$ cat src/rtl/core/rvq_pkg.sv
package rvq_pkg;

   localparam int unsigned QUEUE_DEPTH = 4;
   localparam int unsigned QPTR_W      = 2;

   typedef logic [1:0] csr_index_type;

   localparam csr_index_type CSR_CODE_BITS = 2'd0;
   localparam csr_index_type CSR_T_SCALE   = 2'd1;

   localparam logic [3:0]  CODE_BITS_RESET = 4'd1;
   localparam logic [23:0] T_SCALE_RESET   = 24'd4096;

   localparam logic [31:0] RECIP_ONE = 32'h1000_0000;
   localparam logic [31:0] RECIP_SAT = 32'hFFFF_FFFF;
   // Any sum at or below this gives a quotient of 2^32 or more.
   localparam logic [39:0] SAT_LIMIT = 40'd2048;
   localparam logic [39:0] ACC_MAX   = 40'hFF_FFFF_FFFF;
   localparam logic [10:0] CNT_MAX   = 11'd2047;

   // One classified element as it travels from the front to the back.
   typedef struct packed {
      logic [7:0]  plane_code;
      logic [7:0]  ex_code;
      logic        sign_bit;
      logic        last;
      logic        msb;
      logic [15:0] mag;
   } elem_type;

   typedef struct packed {
      logic busy;
      logic done;
   } recip_stat_type;

endpackage

$ cat src/rtl/core/rvq_front.sv
module rvq_front (
   input  logic                  clock,
   input  logic                  reset,
   input  logic                  req_valid,
   output logic                  req_ready,
   input  logic signed [15:0]    req_rotated_value,
   input  logic                  req_last,
   input  logic [3:0]            code_bits,
   input  logic [23:0]           t_scale,
   output logic                  push_valid,
   input  logic                  push_ready,
   output rvq_pkg::elem_type     push_data
);

   logic [3:0]         m;
   logic [8:0]         maxc;
   logic signed [16:0] shifted;
   logic [3:0]         shamt;
   logic [15:0]        bin_raw;
   logic [7:0]         bin_cap;
   logic [2:0]         msb_idx;
   logic [15:0]        mag;
   logic [39:0]        prod;
   logic               load;

   logic               f_vld_ff;
   logic [7:0]         f_bin_ff;
   logic               f_sign_ff;
   logic               f_last_ff;
   logic               f_msb_ff;
   logic [15:0]        f_mag_ff;
   logic [12:0]        f_phi_ff;

   always_comb begin
      priority if (code_bits == 4'd0) begin
         m = 4'd1;
      end else if (code_bits > 4'd8) begin
         m = 4'd8;
      end else begin
         m = code_bits;
      end
   end

   assign maxc    = (9'd1 << m) - 9'd1;
   assign shifted = 17'(req_rotated_value) + 17'sd16384;
   assign shamt   = 4'd15 - m;
   assign bin_raw = shifted[16] ? 16'd0 : (shifted[15:0] >> shamt);
   assign bin_cap = (bin_raw > 16'(maxc)) ? maxc[7:0] : bin_raw[7:0];
   assign msb_idx = 3'(m - 4'd1);
   assign mag     = req_rotated_value[15] ? 16'(~req_rotated_value + 16'sd1)
                                          : 16'(req_rotated_value);
   assign prod    = 40'(t_scale) * 40'(mag);

   assign req_ready = !f_vld_ff || push_ready;
   assign load      = req_valid && req_ready;

   always_ff @(posedge clock) begin
      if (reset) begin
         f_vld_ff <= 1'b0;
      end else if (load) begin
         f_vld_ff <= 1'b1;
      end else if (push_ready) begin
         f_vld_ff <= 1'b0;
      end
   end

   always_ff @(posedge clock) begin
      if (load) begin
         f_bin_ff  <= bin_cap;
         f_sign_ff <= !req_rotated_value[15];
         f_last_ff <= req_last;
         f_msb_ff  <= bin_cap[msb_idx];
         f_mag_ff  <= mag;
         f_phi_ff  <= prod[38:26];
      end
   end

   // The extended code is only meaningful with more than one bit per element.
   always_comb begin
      push_data.plane_code = f_bin_ff;
      push_data.sign_bit   = f_sign_ff;
      push_data.last       = f_last_ff;
      push_data.msb        = f_msb_ff;
      push_data.mag        = f_mag_ff;
      if (m == 4'd1) begin
         push_data.ex_code = 8'd0;
      end else if (f_phi_ff > 13'(maxc)) begin
         push_data.ex_code = maxc[7:0];
      end else begin
         push_data.ex_code = f_phi_ff[7:0];
      end
   end

   assign push_valid = f_vld_ff;

endmodule

$ cat src/rtl/core/rvq_queue.sv
module rvq_queue (
   input  logic                  clock,
   input  logic                  reset,
   input  logic                  push_valid,
   output logic                  push_ready,
   input  rvq_pkg::elem_type     push_data,
   output logic                  pop_valid,
   input  logic                  pop_ready,
   output rvq_pkg::elem_type     pop_data
);

   rvq_pkg::elem_type            entry_ff [rvq_pkg::QUEUE_DEPTH];
   logic [rvq_pkg::QPTR_W-1:0]   wr_ptr_ff;
   logic [rvq_pkg::QPTR_W-1:0]   rd_ptr_ff;
   logic [rvq_pkg::QPTR_W:0]     count_ff;
   logic                         do_push;
   logic                         do_pop;

   assign push_ready = count_ff != (rvq_pkg::QPTR_W + 1)'(rvq_pkg::QUEUE_DEPTH);
   assign pop_valid  = count_ff != '0;
   assign do_push    = push_valid && push_ready;
   assign do_pop     = pop_valid && pop_ready;
   assign pop_data   = entry_ff[rd_ptr_ff];

   always_ff @(posedge clock) begin
      if (reset) begin
         wr_ptr_ff <= '0;
         rd_ptr_ff <= '0;
         count_ff  <= '0;
      end else begin
         if (do_push) begin
            wr_ptr_ff <= wr_ptr_ff + 1'b1;
         end
         if (do_pop) begin
            rd_ptr_ff <= rd_ptr_ff + 1'b1;
         end
         if (do_push && !do_pop) begin
            count_ff <= count_ff + 1'b1;
         end else if (do_pop && !do_push) begin
            count_ff <= count_ff - 1'b1;
         end
      end
   end

   always_ff @(posedge clock) begin
      if (do_push) begin
         entry_ff[wr_ptr_ff] <= push_data;
      end
   end

endmodule

$ cat src/rtl/core/rvq_recip.sv
module rvq_recip (
   input  logic                     clock,
   input  logic                     reset,
   input  logic                     start,
   input  logic [39:0]              divisor,
   output rvq_pkg::recip_stat_type  stat,
   output logic [31:0]              quotient
);

   typedef enum logic [2:0] {
      ST_IDLE = 3'b001,
      ST_RUN  = 3'b010,
      ST_DONE = 3'b100
   } state_type;

   state_type    state_ff;
   logic [39:0]  d_ff;
   logic [39:0]  r_ff;
   logic [31:0]  q_ff;
   logic [4:0]   cnt_ff;
   logic [40:0]  r_shl;
   logic         ge;

   assign r_shl = {r_ff, 1'b0};
   assign ge    = r_shl >= {1'b0, d_ff};

   always_ff @(posedge clock) begin
      if (reset) begin
         state_ff <= ST_IDLE;
      end else begin
         unique case (state_ff)
            ST_IDLE: begin
               if (start) begin
                  if (divisor <= rvq_pkg::SAT_LIMIT) begin
                     state_ff <= ST_DONE;
                  end else begin
                     state_ff <= ST_RUN;
                  end
               end
            end
            ST_RUN: begin
               if (cnt_ff == 5'd0) begin
                  state_ff <= ST_DONE;
               end
            end
            ST_DONE: begin
               state_ff <= ST_IDLE;
            end
            default: begin
               state_ff <= ST_IDLE;
            end
         endcase
      end
   end

   // 2^43 / d: the upper twelve quotient bits are zero once d exceeds 2048,
   // so the remainder starts at 2^11 and 32 restoring steps remain.
   always_ff @(posedge clock) begin
      unique case (state_ff)
         ST_IDLE: begin
            if (start) begin
               d_ff   <= divisor;
               r_ff   <= 40'd2048;
               cnt_ff <= 5'd31;
               priority if (divisor == 40'd0) begin
                  q_ff <= rvq_pkg::RECIP_ONE;
               end else if (divisor <= rvq_pkg::SAT_LIMIT) begin
                  q_ff <= rvq_pkg::RECIP_SAT;
               end else begin
                  q_ff <= 32'd0;
               end
            end
         end
         ST_RUN: begin
            r_ff   <= ge ? 40'(r_shl - {1'b0, d_ff}) : r_shl[39:0];
            q_ff   <= {q_ff[30:0], ge};
            cnt_ff <= cnt_ff - 5'd1;
         end
         default: begin
         end
      endcase
   end

   assign stat.busy = state_ff != ST_IDLE;
   assign stat.done = state_ff == ST_DONE;
   assign quotient  = q_ff;

endmodule

$ cat src/rtl/core/rvq_back.sv
module rvq_back (
   input  logic                     clock,
   input  logic                     reset,
   input  logic                     pop_valid,
   output logic                     pop_ready,
   input  rvq_pkg::elem_type        pop_data,
   output logic                     recip_start,
   output logic [39:0]              recip_divisor,
   input  rvq_pkg::recip_stat_type  recip_stat,
   input  logic [31:0]              recip_quotient,
   output logic                     rsp_valid,
   input  logic                     rsp_ready,
   output logic [7:0]               rsp_plane_code,
   output logic [7:0]               rsp_ex_code,
   output logic                     rsp_sign_bit,
   output logic                     rsp_end_of_vector,
   output logic [31:0]              rsp_recip_ipnorm,
   output logic [10:0]              rsp_msb_count
);

   logic         m_vld_ff;
   logic [7:0]   m_bin_ff;
   logic [7:0]   m_ex_ff;
   logic         m_sign_ff;
   logic         m_last_ff;
   logic         m_msb_ff;
   logic [24:0]  m_add_ff;
   logic [24:0]  m_add_in;

   logic [39:0]  acc_ff;
   logic [10:0]  cnt_ff;
   logic [40:0]  sum;
   logic [39:0]  acc_in;
   logic [10:0]  cnt_in;

   logic [7:0]   pend_bin_ff;
   logic [7:0]   pend_ex_ff;
   logic         pend_sign_ff;
   logic [10:0]  pend_cnt_ff;

   logic         rsp_valid_ff;
   logic [7:0]   rsp_bin_ff;
   logic [7:0]   rsp_ex_ff;
   logic         rsp_sign_ff;
   logic         rsp_eov_ff;
   logic [31:0]  rsp_recip_ff;
   logic [10:0]  rsp_cnt_ff;

   logic         fire;
   logic         take;

   // The weight (2*ex+1)*|v| is formed when the element leaves the queue.
   assign m_add_in = 25'({pop_data.ex_code, 1'b1}) * 25'(pop_data.mag);

   assign fire      = m_vld_ff && !recip_stat.busy && (!rsp_valid_ff || rsp_ready);
   assign pop_ready = !m_vld_ff || fire;
   assign take      = pop_valid && pop_ready;

   assign sum    = {1'b0, acc_ff} + 41'(m_add_ff);
   assign acc_in = sum[40] ? rvq_pkg::ACC_MAX : sum[39:0];
   assign cnt_in = (m_msb_ff && cnt_ff != rvq_pkg::CNT_MAX) ? cnt_ff + 11'd1 : cnt_ff;

   assign recip_start   = fire && m_last_ff;
   assign recip_divisor = acc_in;

   always_ff @(posedge clock) begin
      if (reset) begin
         m_vld_ff <= 1'b0;
      end else if (take) begin
         m_vld_ff <= 1'b1;
      end else if (fire) begin
         m_vld_ff <= 1'b0;
      end
   end

   always_ff @(posedge clock) begin
      if (take) begin
         m_bin_ff  <= pop_data.plane_code;
         m_ex_ff   <= pop_data.ex_code;
         m_sign_ff <= pop_data.sign_bit;
         m_last_ff <= pop_data.last;
         m_msb_ff  <= pop_data.msb;
         m_add_ff  <= m_add_in;
      end
   end

   always_ff @(posedge clock) begin
      if (reset) begin
         acc_ff <= '0;
         cnt_ff <= '0;
      end else if (fire) begin
         if (m_last_ff) begin
            acc_ff <= '0;
            cnt_ff <= '0;
         end else begin
            acc_ff <= acc_in;
            cnt_ff <= cnt_in;
         end
      end
   end

   // The last item of a vector waits here while the reciprocal is worked out.
   always_ff @(posedge clock) begin
      if (fire && m_last_ff) begin
         pend_bin_ff  <= m_bin_ff;
         pend_ex_ff   <= m_ex_ff;
         pend_sign_ff <= m_sign_ff;
         pend_cnt_ff  <= cnt_in;
      end
   end

   always_ff @(posedge clock) begin
      if (reset) begin
         rsp_valid_ff <= 1'b0;
      end else if (recip_stat.done || (fire && !m_last_ff)) begin
         rsp_valid_ff <= 1'b1;
      end else if (rsp_ready) begin
         rsp_valid_ff <= 1'b0;
      end
   end

   always_ff @(posedge clock) begin
      if (recip_stat.done) begin
         rsp_bin_ff   <= pend_bin_ff;
         rsp_ex_ff    <= pend_ex_ff;
         rsp_sign_ff  <= pend_sign_ff;
         rsp_eov_ff   <= 1'b1;
         rsp_recip_ff <= recip_quotient;
         rsp_cnt_ff   <= pend_cnt_ff;
      end else if (fire && !m_last_ff) begin
         rsp_bin_ff   <= m_bin_ff;
         rsp_ex_ff    <= m_ex_ff;
         rsp_sign_ff  <= m_sign_ff;
         rsp_eov_ff   <= 1'b0;
         rsp_recip_ff <= 32'd0;
         rsp_cnt_ff   <= 11'd0;
      end
   end

   assign rsp_valid         = rsp_valid_ff;
   assign rsp_plane_code    = rsp_bin_ff;
   assign rsp_ex_code       = rsp_ex_ff;
   assign rsp_sign_bit      = rsp_sign_ff;
   assign rsp_end_of_vector = rsp_eov_ff;
   assign rsp_recip_ipnorm  = rsp_recip_ff;
   assign rsp_msb_count     = rsp_cnt_ff;

   a_done_shows_last: assert property (@(posedge clock) disable iff (reset)
      recip_stat.done |=> rsp_valid_ff && rsp_eov_ff)
      else $error("finished reciprocal did not reach the result register");

   a_last_clears: assert property (@(posedge clock) disable iff (reset)
      fire && m_last_ff |=> acc_ff == 40'd0 && cnt_ff == 11'd0)
      else $error("sums not cleared after the last item of a vector");

   a_mid_vector_zero: assert property (@(posedge clock) disable iff (reset)
      rsp_valid_ff && !rsp_eov_ff |-> rsp_recip_ff == 32'd0 && rsp_cnt_ff == 11'd0)
      else $error("vector totals shown on an item that is not the last");

endmodule

$ cat src/rtl/core/rotated_vector_quantizer.sv
// Rotated vector quantizer: codes the elements of one rotated unit vector.
// Items enter on req_* one element at a time (Q2.14), req_last on the final
// element. Each item gives exactly one result on rsp_*: the bin code, the
// extended code and the sign. The result of the last element also carries
// the reciprocal of the accumulated inner product (Q4.28) and the count of
// most significant bin-code bits set; both are zero on other results.
// The csr_* port writes code_bits (index 0) and t_scale (index 1); it is
// always ready and should only be written while no item is in flight.
// A front stage classifies each item and pushes it into a four-entry queue;
// the back stage accumulates and produces results. Ordinary elements pass at
// one per cycle while rsp_ready is high and no divider runs; each result is
// registered in the front stage, the queue, the back stage and the result
// register. The last element of a vector holds the back stage while a
// restoring divider runs for a sum above 2048; a sum that is zero or saturates
// sends the divider straight to its done state.
// While rsp_ready is low the result register holds and the queue fills, then
// req_ready drops. Reset empties the pipeline, clears the sums and sets
// code_bits to 1 and t_scale to 1.0.
module rotated_vector_quantizer (
   input  logic                         clock,
   input  logic                         reset,
   input  logic                         req_valid,
   output logic                         req_ready,
   input  logic signed [15:0]           req_rotated_value,
   input  logic                         req_last,
   output logic                         rsp_valid,
   input  logic                         rsp_ready,
   output logic [7:0]                   rsp_plane_code,
   output logic [7:0]                   rsp_ex_code,
   output logic                         rsp_sign_bit,
   output logic                         rsp_end_of_vector,
   output logic [31:0]                  rsp_recip_ipnorm,
   output logic [10:0]                  rsp_msb_count,
   input  logic                         csr_valid,
   output logic                         csr_ready,
   input  rvq_pkg::csr_index_type       csr_index,
   input  logic [23:0]                  csr_data
);

   logic [3:0]                code_bits_ff;
   logic [23:0]               t_scale_ff;

   logic                      push_valid;
   logic                      push_ready;
   rvq_pkg::elem_type         push_data;
   logic                      pop_valid;
   logic                      pop_ready;
   rvq_pkg::elem_type         pop_data;
   logic                      recip_start;
   logic [39:0]               recip_divisor;
   rvq_pkg::recip_stat_type   recip_stat;
   logic [31:0]               recip_quotient;

   assign csr_ready = 1'b1;

   always_ff @(posedge clock) begin
      if (reset) begin
         code_bits_ff <= rvq_pkg::CODE_BITS_RESET;
         t_scale_ff   <= rvq_pkg::T_SCALE_RESET;
      end else if (csr_valid) begin
         unique case (csr_index)
            rvq_pkg::CSR_CODE_BITS: code_bits_ff <= csr_data[3:0];
            rvq_pkg::CSR_T_SCALE:   t_scale_ff   <= csr_data;
            default: begin
            end
         endcase
      end
   end

   rvq_front u_front (
      .clock             (clock),
      .reset             (reset),
      .req_valid         (req_valid),
      .req_ready         (req_ready),
      .req_rotated_value (req_rotated_value),
      .req_last          (req_last),
      .code_bits         (code_bits_ff),
      .t_scale           (t_scale_ff),
      .push_valid        (push_valid),
      .push_ready        (push_ready),
      .push_data         (push_data)
   );

   rvq_queue u_queue (
      .clock      (clock),
      .reset      (reset),
      .push_valid (push_valid),
      .push_ready (push_ready),
      .push_data  (push_data),
      .pop_valid  (pop_valid),
      .pop_ready  (pop_ready),
      .pop_data   (pop_data)
   );

   rvq_recip u_recip (
      .clock    (clock),
      .reset    (reset),
      .start    (recip_start),
      .divisor  (recip_divisor),
      .stat     (recip_stat),
      .quotient (recip_quotient)
   );

   rvq_back u_back (
      .clock             (clock),
      .reset             (reset),
      .pop_valid         (pop_valid),
      .pop_ready         (pop_ready),
      .pop_data          (pop_data),
      .recip_start       (recip_start),
      .recip_divisor     (recip_divisor),
      .recip_stat        (recip_stat),
      .recip_quotient    (recip_quotient),
      .rsp_valid         (rsp_valid),
      .rsp_ready         (rsp_ready),
      .rsp_plane_code    (rsp_plane_code),
      .rsp_ex_code       (rsp_ex_code),
      .rsp_sign_bit      (rsp_sign_bit),
      .rsp_end_of_vector (rsp_end_of_vector),
      .rsp_recip_ipnorm  (rsp_recip_ipnorm),
      .rsp_msb_count     (rsp_msb_count)
   );

endmodule

$ cat config.mk
export PLATFORM = sky130hd
export DESIGN_NAME = rotated_vector_quantizer
export DESIGN_NICKNAME = d
export VERILOG_FILES = /design/src/rtl/core/rvq_pkg.sv /design/src/rtl/core/rvq_front.sv /design/src/rtl/core/rvq_queue.sv /design/src/rtl/core/rvq_recip.sv /design/src/rtl/core/rvq_back.sv /design/src/rtl/core/rotated_vector_quantizer.sv
export SDC_FILE = /design/constraint.sdc
export NUM_CORES = 2
export LEC_CHECK = 0
export ABC_AREA = 1
export BUFFER_PORTS_ARGS = -buffer_cell sky130_fd_sc_hd__buf_2
export CORE_ASPECT_RATIO = 1.75
export CORE_MARGIN = 8
export CORE_UTILIZATION = 45
export DETAILED_ROUTE_END_ITERATION = 8
export PLACE_DENSITY = 0.66
export SLEW_MARGIN = 10
export SYNTH_ARGS = -nofsm -noshare
export SYNTH_HDL_FRONTEND = slang
export SYNTH_SLANG_ARGS = --single-unit
$ cat constraint.sdc
create_clock -name clock -period 19.7 [get_ports clock]
set_input_delay 0.985 -clock clock [delete_from_list [all_inputs] [get_ports clock]]
set_output_delay 0.985 -clock clock [all_outputs]
set_load 0.02 [all_outputs]
After elaboration in Yosys (flattened, before gate mapping) --
Memories as Yosys holds them, arrays and structs flattened. A register that Yosys moved wholly into a read port is not among the register bits. Cells that the tools add are included.
Word-level totals: flip-flop bits (word level) 382, RAM bits 140, input port bits 48, output and inout bits 64, logic and storage cells 158, memories 1
Memory list:
- u_queue.entry_ff | depth 4, bits a word 35, rd ports 1, clocked after Yosys merged registers in 1, wr ports 1, line rvq_queue.sv:12 | rvq_pkg::elem_type entry_ff [rvq_pkg::QUEUE_DEPTH];
Operators by class: add/subtract/negate cells 13, $mul 2, magnitude comparators 6, equality and inequality tests 10, shift operators 2, mux-type cells 48, bitwise gates (word level) 1, reductions and logical operators 38
Operators with widths (number):
- $mux 32 | 5
- $mux 40 | 4
- $pmux 40 s2 | 1
- $pmux 32 s2 | 1
- $mux 8 | 7
- $mux 11 | 4
- $add 40x25->41 | 1
- $ge 41x40->1 | 1
- $le 40x12->1 const B | 1
- $logic_not 40->1 | 1
- $sub 40x40->40 | 1
- $mul 24x16->39 | 1
- $mux 16 | 2
- $mul 9x16->25 | 1
- $add 16x16->17 const B | 1
- $add 16x2->16 const B | 1
- $gt 16x9->1 | 1
- $not 16->16 | 1
- $shr 16x4->16 | 1
- $mux 3 | 5
- $gt 13x9->1 | 1
- $reduce_bool 2->1 | 6
- $add 11x1->11 const B | 1
- $mux 1 | 11
- other kinds (33) | 60

Logic depth before layout (Yosys ltp) --
depth after elaboration 10, mapped depth 39, mapped depth without buffers 36

By module --
A second synthesis with hierarchy kept.
Unflattened totals: cell total of the unflattened synthesis 5471, area total of the unflattened synthesis 44497.7 um2
Modules (own cells, without submodules):
- rvq_front | times used 1, cells an instance 1944, area each 15149.5 um2, seq. area each 1221.2 um2
- rvq_back | times used 1, cells an instance 1827, area each 14285.0 um2, seq. area each 5044.8 um2
- rvq_recip | times used 1, cells an instance 1115, area each 8232.9 um2, seq. area each 3573.4 um2
- rvq_queue | times used 1, cells an instance 406, area each 5645.4 um2, seq. area each 4384.2 um2
- rotated_vector_quantizer | times used 1, cells an instance 179, area each 1184.9 um2, seq. area each 560.5 um2

Least setup slack after synthesis --
OpenSTA, ideal clock, no wires.
kind input port to flip-flop, start point in req_rotated_value[0], end point reg u_front.f_phi_ff[11] (data pin), library setup time 0.258 ns, arrival time 7.588 ns, data required time 19.442 ns, slack 11.855 ns, stages on the path 36, buffers on the path 3, cell sequence clkbuf_1 -> clkbuf_1 -> inv_1 -> ha_1 -> inv_1 -> nor3_1 -> nand2_1 -> nor3_1 -> a21oi_1 -> inv_1 -> o21ai_0 -> or2_2 -> nand2_1 -> inv_1 -> clkbuf_1 -> nor2_1 -> fa_1 -> fa_1 -> fa_1 -> fa_1 -> fa_1 -> inv_1 -> fa_1 -> inv_1 -> ha_1 -> a21oi_1 -> o21ai_0 -> nand2_1 -> o211ai_1 -> a31oi_1 -> nand2_1 -> nand2_1 -> nand2_1 -> nand2_1 -> nand3_1 -> xor2_1
Between the ends: longest elaborated chain between the ends 4
RTL lines:
- start, declared | line rotated_vector_quantizer.sv:24 | input logic signed [15:0] req_rotated_value,
- $not 16->16 | line rvq_front.sv:50 | assign mag = req_rotated_value[15] ? 16'(~req_rotated_value + 16'sd1)
- $add 16x2->16 | line rvq_front.sv:50
- $mux 16 (*) | line rvq_front.sv:50
- $mul 24x16->39 (*) | line rvq_front.sv:52 | assign prod = 40'(t_scale) * 40'(mag);
- net u_front.prod[37] | line rvq_front.sv:23 | logic [39:0] prod;
- end signal, assigned | line rvq_front.sv:74 | f_phi_ff <= prod[38:26];
- end, declared | line rvq_front.sv:32 | logic [12:0] f_phi_ff;
Mark *: on every way through the listed nets, which the timed path passes. The rest lies on a longest branch. A chain may end at the register's enable or synchronous reset.

Worst setup path in the final report --
Ends and elaborated chain as after synthesis.

==> impl_results.md <==
- Sinks on Clock Net: 524
- Syn nets: 5439
- Setup TNS: 0 ns
- # DRC: 0
- Num rows: 148
- Vias in the first global route: 34200
- First-pass GRT wire length: 181000 microns
- Post-Syn Area: 41800 sq um
- Ranking of synthesized cells by area: edfxtp_1, fa_1, nand2_1
- Clk Latency, worst-skew pair: 0.62 ns
- Synth Area in Compound Gates: 0.0869
- H-Tree Depth: 2
- Fin nets: 5502
- Fin crit share: 0.435
- Main combinational cell family by area after synthesis: adder cells
- Most common cell after layout, fill and taps aside: nand2_1
- Area leader, netlist: edfxtp_1
- Pins Over Slew Limit: 0
- Fillers: 8844
- Hold_ws: 0.445 ns
- CTS root buffer: clkbuf_16
- Routed length per placed instance: 19.2 microns
- Status: finished clean
- Area growth, synth to finish: 8.75%
- Hold Violations, Final: 0
- Largest net degree at the start of global routing: 79
- ANT cells: 0
- Initial antenna violation count: 0
- Hold Crit Class: reg -> reg
- Slew @ Worst Pin: 0.971 ns
- Max Root-Sink Buffers: 3
- Vias per cell: 5.29
- Sequential share of the synthesized area: 0.354
- Crit-path leading delay family: adder cells
- Worst EP required: 20.08 ns
- Fmax: 0.117 GHz
- Total grt overflow: 0
- FF-to-FF setup slack: 12.55 ns
- Critical path depth in cells: 36
- RR Endpoint: u_back.m_add_ff[23]$_DFFE_PP_
- Post-synth ARST share: 0
- Vert. Die Dim: 419 microns
- Clock skew: 0.0324 ns
- Commonest non-fill, non-tap cells in the layout: nand2_1, inv_1, nor2_1
- RSZ-0062 raised after global routing: no
- Post-route ant nets: 0
- Xor and xnor fraction of the mapped netlist area: 0.0220
- WS Path Type: in -> reg
- Synth Area in Simple Gates: 0.167
- Post-cts resize count: 0
- Post-CTS Setup Bufs: 0
- Hold path depth: 0
- Synth top area share: 0.308
- Max Cap Viol: 0
- Die Wd: 246 microns
- Most common flop cell mapped by yosys: edfxtp_1
- Core Region: 92600 sq um
- Final HPWL DP: 91900 microns
- Tot GR Track Use: 0.224
- I/O pin count: 112
- Post-synth EDFFs: 429
- CTS tree: built
- Post-synth cell types: 61
- Worst R2R Path Depth: 26
- Worst path bufs/invs: 9
- CTS Buf Count: 51
- Vias: 32000
- GP Congestion: 0.957
- Detailed Routing Iterations Pass 1: 7
- Final setup violating endpoints: 0
- Clock Pin Slew Worst Setup and Hold Paths: 0.07 ns
- Cell count after synthesis: 4737
- Routed WL: 116000 microns
- Die area: 103000 sq um
- CP Max Fanout: 26
- WHS Endpoint: u_back.pend_bin_ff[6]$_DFFE_PP_
- CP max stage cell: fa_1
- Cts hold-fix bufs: 0
- Starting Density: 0.452
- HP Start: u_back.m_bin_ff[6]$_DFFE_PP_
- Slew headroom: 0.347
- Setup crit end kind: flop
- PortBufs: 110
- Layout cell share with drive strength beyond 1: 0.0727
- Flops & latches, synth: 524
- Startpoint Class: input pin
- Mean Syn Cell Area: 8.83 sq um
- Initial DRC Count: 1795
- Min Tclk post-route: 8.56 ns
- Slowest stage delay, CP: 0.55 ns
- Mux cell area share after synthesis: 0.00458
- Critical Path AT: 8.94 ns
- Ys Warns: 0
- Synth Area in Adders: 0.269
## cell families (layout without fill, tap and decap cells)
logic type | after synthesis | in the layout
AND/OR/NAND/NOR | 1730 | 1730
multiplexers | 17 | 17
buffers and inverters | 1065 | 1168
XOR/XNOR | 105 | 105
flip-flops | 524 | 524
other | 1 | 1
adder cells (fa/ha/maj) | 654 | 654
AO/OA/AOI/OAI | 641 | 641
## worst max-delay path by stage
stage,from,end
2_1_floorplan,req_rotated_value[0],u_front.f_phi_ff[11]$_DFFE_PP_
3_3_place_gp,req_rotated_value[0],u_front.f_phi_ff[11]$_DFFE_PP_
3_5_place_dp,req_rotated_value[0],u_front.f_phi_ff[11]$_DFFE_PP_
4_1_cts,req_rotated_value[0],u_front.f_phi_ff[11]$_DFFE_PP_
5_1_grt,req_rotated_value[0],u_front.f_phi_ff[5]$_DFFE_PP_
6_report,req_rotated_value[0],u_front.f_phi_ff[11]$_DFFE_PP_
## cell usage after synthesis, types with 8 or more instances
library cell	instances
clkbuf_1	121
nor4_1	9
nand3b_1	8
a32oi_1	24
nor2_1	446
a31oi_1	18
edfxtp_1	429
dfxtp_1	95
o21bai_1	12
a21oi_1	288
inv_1	905
xnor2_1	41
a21o_1	9
nand4_1	28
o211ai_1	12
o21ai_2	30
o22ai_1	14
ha_1	248
buf_2	9
xor2_1	64
nand3_1	103
nor3_1	30
buf_1	11
fa_1	406
nand2_2	11
o21ai_0	199
mux2_2	17
nand2_1	1059
## cell type report
cell class                 count  area (sq um)  share of cell area
multi-input combinational   3148         23100               0.507
timing repair buffer         158           911              0.0200
clock buffer                  64          1390              0.0305
inverter                     917          3440              0.0757
clock inverter                29           377             0.00828
tap                         1200          1500              0.0330
sequential                   524         14800               0.325
## worst register-to-register path, delay by kind of cell, from the launching register on
| kind | cells | cell delay (ns) |
|---|---|---|
| xor+xnor | 1 | 0.07 |
| buf+inv | 5 | 1.57 |
| compound gates | 6 | 1.64 |
| fa+ha+maj | 5 | 2.29 |
| simple gates | 9 | 0.88 |
| flops | 1 | 0.46 |
## layer usage
layer,vias up,wire length [microns],GRT usage
met5,-,0,0
met4,0,10400,0.174
met3,430,4440,0.0252
met2,956,62600,0.428
met1,15500,38300,0.212
li1,15100,-,-
## through the flow
stage | setup slack, ns | cell area, sq um | instances | utilization
global route | 10.54 | 45500 | 6040 | 0.491
finish | 11.14 | 45500 | 6040 | 0.491
detailed placement | 10.45 | 43700 | 5947 | 0.472
floorplan | 11.85 | 41800 | 4737 | -
CTS | 11.12 | 45500 | 6040 | 0.491
global placement | 10.52 | 43700 | 5947 | 0.472
## state kept, by name, summed over array words and instances, names as in the netlist, 13 cells and up, named ones only
| name | flops |
|---|---|
| u_recip.d_ff | 40 |
| u_back.acc_ff | 40 |
| t_scale_ff | 24 |
| u_queue.entry_ff | 140 |
| u_front.f_phi_ff | 13 |
| u_recip.quotient | 32 |
| u_recip.r_ff | 40 |
| u_front.f_mag_ff | 16 |
| u_back.rsp_recip_ipnorm | 32 |
| u_back.m_add_ff | 25 |
Power is left out: the tool's default activity adds up to more than one toggle a clock period on the data nets, which glitch-free logic cannot reach.
